`src/rtl/core/ptc_pkg.sv`:
```
// ---------------------------------------------------------------------------
// ptc_pkg: pressure / temperature compensation shared definitions
// Types, register indexes and fixed constants used across the pipeline.
// ---------------------------------------------------------------------------
`default_nettype none

package ptc_pkg;

   // raw reading and configuration port widths
   localparam int unsigned RawWidth      = 20;
   localparam int unsigned CsrIndexWidth = 2;
   localparam int unsigned CsrDataWidth  = 64;

   // formula constants
   localparam int unsigned FineOffset = 128000;
   localparam int unsigned PressFull  = 1048576;
   localparam int unsigned PressScale = 3125;
   localparam int unsigned RoundHalf  = 128;

   // one quotient bit per restoring divider stage
   localparam int unsigned DivSteps = 64;

   // configuration register indexes
   typedef enum logic [CsrIndexWidth-1:0] {
      CSR_TEMP_CALIB  = 2'd0,
      CSR_PRESS_LOW   = 2'd1,
      CSR_PRESS_MID   = 2'd2,
      CSR_PRESS_HIGH  = 2'd3
   } csr_index_type;

   // temperature calibration words
   typedef struct packed {
      logic [15:0] t3;
      logic [15:0] t2;
      logic [15:0] t1;
   } temp_calib_type;

   // pressure calibration words
   typedef struct packed {
      logic [15:0] p9;
      logic [15:0] p8;
      logic [15:0] p7;
      logic [15:0] p6;
      logic [15:0] p5;
      logic [15:0] p4;
      logic [15:0] p3;
      logic [15:0] p2;
      logic [15:0] p1;
   } press_calib_type;

   // temperature results carried alongside the pressure path
   typedef struct packed {
      logic [31:0] fine;
      logic [31:0] centi;
   } temp_result_type;

   // divider side data
   typedef struct packed {
      temp_result_type tres;
      logic            neg;
      logic            zero;
   } div_side_type;

endpackage

`default_nettype wire

```
`src/rtl/core/ptc_temp.sv`:
```
// ---------------------------------------------------------------------------
// ptc_temp: temperature polynomial stages
// Five register stages giving fine temperature, centidegrees and the
// offset fine term that feeds the pressure polynomial.
// ---------------------------------------------------------------------------
`default_nettype none

module ptc_temp (
   input  wire logic                             clock,
   input  wire logic                             reset,
   input  wire logic                             en,
   input  wire logic                             in_valid,
   input  wire logic [ptc_pkg::RawWidth-1:0]     temp_reading,
   input  wire logic [ptc_pkg::RawWidth-1:0]     raw_pressure,
   input  wire ptc_pkg::temp_calib_type          calib,
   output logic                                  out_valid,
   output ptc_pkg::temp_result_type              out_tres,
   output logic signed [33:0]                    out_v1,
   output logic [ptc_pkg::RawWidth-1:0]          out_raw_pressure
);

   logic [4:0] valid_ff;
   logic [4:0] valid_in;

   logic [31:0] t2x;
   logic [31:0] t3x;

   logic [31:0] a_in, a_ff, d_in, d_ff;
   logic [31:0] m1_in, m1_ff, dd_in, dd_ff;
   logic [31:0] dd_sh;
   logic [31:0] tv1_in, tv1_ff, m2_in, m2_ff;
   logic [31:0] fine_in, fine_ff;
   logic [31:0] sum5;
   logic [31:0] centi_in, centi_ff, fine5_ff;
   logic signed [33:0] v1_in, v1_ff;
   logic [ptc_pkg::RawWidth-1:0] rp_ff [0:4];

   assign t2x = 32'($signed(calib.t2));
   assign t3x = 32'($signed(calib.t3));

   // stage 1: offset differences
   assign a_in = 32'(temp_reading >> 3) - (32'(calib.t1) << 1);
   assign d_in = 32'(temp_reading >> 4) - 32'(calib.t1);

   // stage 2: products
   assign m1_in = a_ff * t2x;
   assign dd_in = d_ff * d_ff;

   // stage 3: linear term and quadratic scaling
   assign tv1_in = 32'($signed(m1_ff) >>> 11);
   assign dd_sh  = 32'($signed(dd_ff) >>> 12);
   assign m2_in  = dd_sh * t3x;

   // stage 4: fine temperature
   assign fine_in = tv1_ff + 32'($signed(m2_ff) >>> 14);

   // stage 5: centidegrees and pressure offset term
   assign sum5     = (fine_ff << 2) + fine_ff + 32'(ptc_pkg::RoundHalf);
   assign centi_in = 32'($signed(sum5) >>> 8);
   assign v1_in    = 34'($signed(fine_ff)) - 34'(ptc_pkg::FineOffset);

   assign valid_in = {valid_ff[3:0], in_valid};

   // valid bits
   always_ff @(posedge clock) begin
      if (reset) begin
         valid_ff <= '0;
      end else if (en) begin
         valid_ff <= valid_in;
      end
   end

   // data registers
   always_ff @(posedge clock) begin
      if (en) begin
         a_ff     <= a_in;
         d_ff     <= d_in;
         m1_ff    <= m1_in;
         dd_ff    <= dd_in;
         tv1_ff   <= tv1_in;
         m2_ff    <= m2_in;
         fine_ff  <= fine_in;
         centi_ff <= centi_in;
         fine5_ff <= fine_ff;
         v1_ff    <= v1_in;
         rp_ff[0] <= raw_pressure;
         rp_ff[1] <= rp_ff[0];
         rp_ff[2] <= rp_ff[1];
         rp_ff[3] <= rp_ff[2];
         rp_ff[4] <= rp_ff[3];
      end
   end

   assign out_valid        = valid_ff[4];
   assign out_tres.fine    = fine5_ff;
   assign out_tres.centi   = centi_ff;
   assign out_v1           = v1_ff;
   assign out_raw_pressure = rp_ff[4];

endmodule

`default_nettype wire

```
`config.mk`:
```
export PLATFORM = sky130hd
export DESIGN_NAME = ptc_temp
export DESIGN_NICKNAME = d
export VERILOG_FILES = /design/src/rtl/core/ptc_pkg.sv /design/src/rtl/core/ptc_temp.sv
export SDC_FILE = /design/constraint.sdc
export NUM_CORES = 2
export LEC_CHECK = 0
export BUFFER_PORTS_ARGS = -buffer_cell sky130_fd_sc_hd__buf_2
export CAP_MARGIN = 20
export CORE_MARGIN = 4
export CORE_UTILIZATION = 38
export CTS_CLUSTER_SIZE = 20
export DETAILED_ROUTE_END_ITERATION = 10
export PLACE_DENSITY = 0.63
export SLEW_MARGIN = 20
export SYNTH_ARGS = -nofsm -noshare
export SYNTH_HDL_FRONTEND = slang
export SYNTH_SLANG_ARGS = --single-unit
```
`constraint.sdc`:
```
create_clock -name clock -period 9.3 [get_ports clock]
set_input_delay 1.395 -clock clock [delete_from_list [all_inputs] [get_ports clock]]
set_output_delay 1.395 -clock clock [all_outputs]
set_load 0.03 [all_outputs]
```
==> flow_metrics.py <==
metrics = {
    "clock_tree": {
        "clk_pin_slew_ns": 0.06,
        "root_buffer": "clkbuf_16",
        "cts_tree": "built",
        "cts_buffer_depth": 3,
        "numCtsBuffers": 34,
        "numClockSinks": 284,
        "h-tree-depth": 2,
        "post_cts_resized": 0,
        "clk_latency_ns": 0.54,
        "post_cts_buffers": 0,
        "cts_hold_buf": 0,
    },
    "worst_hold_path": {
        "hold_end": "rp_ff[0][66]",
        "hold_depth": 0,
        "holdCritPathClass": "register to register",
        "min_from": "rp_ff[0][46]",
    },
    "global_routing": {
        "grtUsageMet2_pct": 29.3,
        "antenna_found_initial": 5,
        "grt_max_degree": 127,
        "grt_usage_pct": 16.6,
        "use_met3_pct": 2.26,
        "grt_first_pass_wirelength_mm": 157,
        "grt_pass1_vias": 30300,
        "overflow": 0,
        "grtUsageMet1_pct": 21.6,
        "grt-busiest-layer": "met2",
    },
    "worst_setup_path": {
        "arrival_ns": 8.52,
        "critPathCaptureType": "register",
        "r2r_setup_slack_ns": 1.04,
        "crit_path_start_kind": "register",
        "critPathMaxFanout": 18,
        "ff2ff_path_depth": 21,
        "r2r-start": "a_ff[5]",
        "r2r_end": "dd_ff[31]",
        "required_ns": 9.56,
        "critical_path_class": "register to register",
    },
    "timing": {
        "finalHoldWorstSlack_ns": 0.417,
        "post-route-period-util_pct": 88.8,
        "grt_setup_unrepaired": "false",
        "finalMaxSlewViolations": 0,
        "setup_viol": 0,
        "tns_ns": 0,
        "worst_pin_slew_ns": 1.11,
        "timing.fmax_mhz": 121,
        "layout_min_cycle_time_ns": 8.26,
        "relSlewSlack_pct": 25.8,
        "hold_violations": 0,
        "clock_skew_ns": 0.0224,
    },
    "synth": {
        "synth_top_flop_cell": "edfxtp_1",
        "netlist_area_um2": 43100,
        "synthArstFlopShare_pct": 0,
        "syn_area_per_cell_um2": 10.4,
        "synth_top_family_by_area": "adder cells",
        "synth-seq-cells": 284,
        "synth_compound_area_share_pct": 3.70,
        "ys_types": 63,
        "seq_area_frac_synth_pct": 19.7,
        "synth_xor_area_share_pct": 4.06,
        "synthMuxAreaShare_pct": 0.139,
        "synth-edff-count": 279,
        "synthSimpleGateAreaFrac_pct": 11.1,
        "yosys_warnings": 0,
        "syn_inst": 4134,
        "synth_fa_ha_area_share_pct": 50.3,
        "syn-num-nets": 5443,
    },
    "floorplan": {
        "die_area_um2": 119000,
        "fp.dieW_um": 345,
        "ioPinCount": 211,
        "die_h_um": 345,
        "row_count": 123,
        "start_util_pct": 38.3,
        "fp.coreArea_um2": 113000,
    },
    "drt": {
        "num_vias": 27200,
        "drt_iter0_markers": 1241,
        "avgRoutedWirePerCell_um": 16.3,
        "drc": 0,
        "ant_nets": 0,
        "via_per_inst": 4.74,
        "drtPass1Iterations": 5,
        "wirelength_mm": 93.5,
    },
    "place": {
        "placement.io_buffers": 207,
        "hpwl_mm": 75.7,
        "gp_congestion": 0.855,
    },
    "cells_and_area": {
        "final_cell_mix": "inv_1, fa_1, nand2_1",
        "fin_nets": 5522,
        "drive_gt1_share_pct": 7.15,
        "syn2layout_area_growth_pct": 7.64,
        "final_common_cell": "inv_1",
    },
    "run_status": {
        "status": "finished, final reports clean",
    },
    "flow_run": {
        "drv_cap": 0,
    },
}
-- cells by family after synthesis --
kind of cell	count (synthesis)
AND/OR/NAND/NOR	981
XOR/XNOR	200
adder cells (fa/ha/maj)	1217
AO/OA/AOI/OAI	239
buffers and inverters	1207
flip-flops	284
multiplexers	6
-- state kept, by name (all words and copies together), names as in the netlist --
| name | flops |
|---|---|
| out_v1 | 13 |
| m2_ff | 18 |
| fine5_ff | 22 |
| a_ff | 18 |
| fine_ff | 22 |
| m1_ff | 21 |
| tv1_ff | 21 |
| valid_ff | 5 |
| rp_ff | 100 |
| centi_ff | 24 |
| dd_ff | 20 |
-- critical path: stages, from the launching register on --
cell and delay, ns:
edfxtp_1 1.08, xor2_1 0.14, and2_1 0.25, ha_1 0.33, ha_1 0.32, xnor2_1 0.17, fa_1 0.86, inv_1 0.35
fa_1 0.61, fa_1 0.47, fa_1 0.57, fa_1 0.43, fa_1 0.44, ha_1 0.34, a21o_1 0.20, a21oi_1 0.14
nor2b_1 0.07, or4_1 0.48, o21ai_0 0.27, a31oi_1 0.17, a21oi_1 0.20, xnor2_1 0.10
-- metrics by stage --
| step | util (%) | setup slack [ns] | cell area, um2 | cells |
|---|---|---|---|---|
| finish | 41.2 | 1.04 | 46400 | 5739 |
| global route | 41.2 | 0.726 | 46400 | 5739 |
| CTS | 41.2 | 1.03 | 46400 | 5736 |
| detailed placement | 40.2 | 1.08 | 45300 | 5676 |
| global placement | 40.2 | 1.16 | 45300 | 5676 |
| floorplan | - | 1.77 | 43100 | 4134 |
-- metal layers --
metal	part of all wire, %	wire, um	up-vias
li1	-	-	12500
met1	43	40100	13900
met2	50	46400	650
met3	5.0	4690	140
met4	2.4	2270	0
met5	0	0	-
-- synthesized netlist by cell type, drive strengths merged (3+ instances only) --
cell / instances / area [um2]
a211oi: 6 / 45.0
a21boi: 5 / 37.5
a21o: 42 / 315
a21oi: 60 / 300
a31o: 5 / 43.8
a31oi: 8 / 50.1
a41o: 3 / 30.0
and2: 301 / 1880
and3: 9 / 56.3
buf: 64 / 469
clkbuf: 130 / 488
dfxtp: 5 / 100
edfxtp: 279 / 8380
fa: 861 / 17200
ha: 356 / 4450
inv: 1011 / 3790
mux2i: 6 / 60.1
nand2: 443 / 1660
nand2b: 35 / 219
nand3: 18 / 90.1
nand4: 12 / 75.1
nor2: 91 / 360
nor2b: 17 / 106
nor3: 27 / 135
nor4: 4 / 25.0
o2111a: 3 / 33.8
o211ai: 3 / 22.5
o21a: 18 / 135
o21ai: 44 / 220
o21bai: 5 / 37.5
o31a: 6 / 52.6
o31ai: 6 / 45.0
or2: 4 / 25.0
or3: 8 / 50.1
or4: 5 / 37.5
xnor2: 143 / 1250
xor2: 57 / 499
-- layout make-up --
| type | count | area (um2) |
|---|---|---|
| clock buffer | 37 | 883 |
| clock inverter | 23 | 208 |
| inverter | 1013 | 3800 |
| multi-input combinational | 2643 | 29900 |
| sequential | 284 | 8480 |
| tap | 1500 | 1880 |
| timing repair buffer | 237 | 1280 |
| antenna | 2 | 5.00 |
| fill | 10900 | 66200 |
-- how the worst max path moves through the flow --
stage | from | to | slack [ns] | depth (start not counted)
finish | a_ff[5] | dd_ff[31] | 1.04 | 21
CTS | a_ff[4] | dd_ff[31] | 1.03 | 22
global route | a_ff[4] | dd_ff[31] | 0.73 | 21
floorplan | a_ff[4] | dd_ff[31] | 1.77 | 27
global placement | a_ff[4] | dd_ff[31] | 1.16 | 22
detailed placement | a_ff[4] | dd_ff[31] | 1.08 | 22
Power is left out: the tool's default activity adds up to more than one toggle a clock period on the data nets, which glitch-free logic cannot reach.
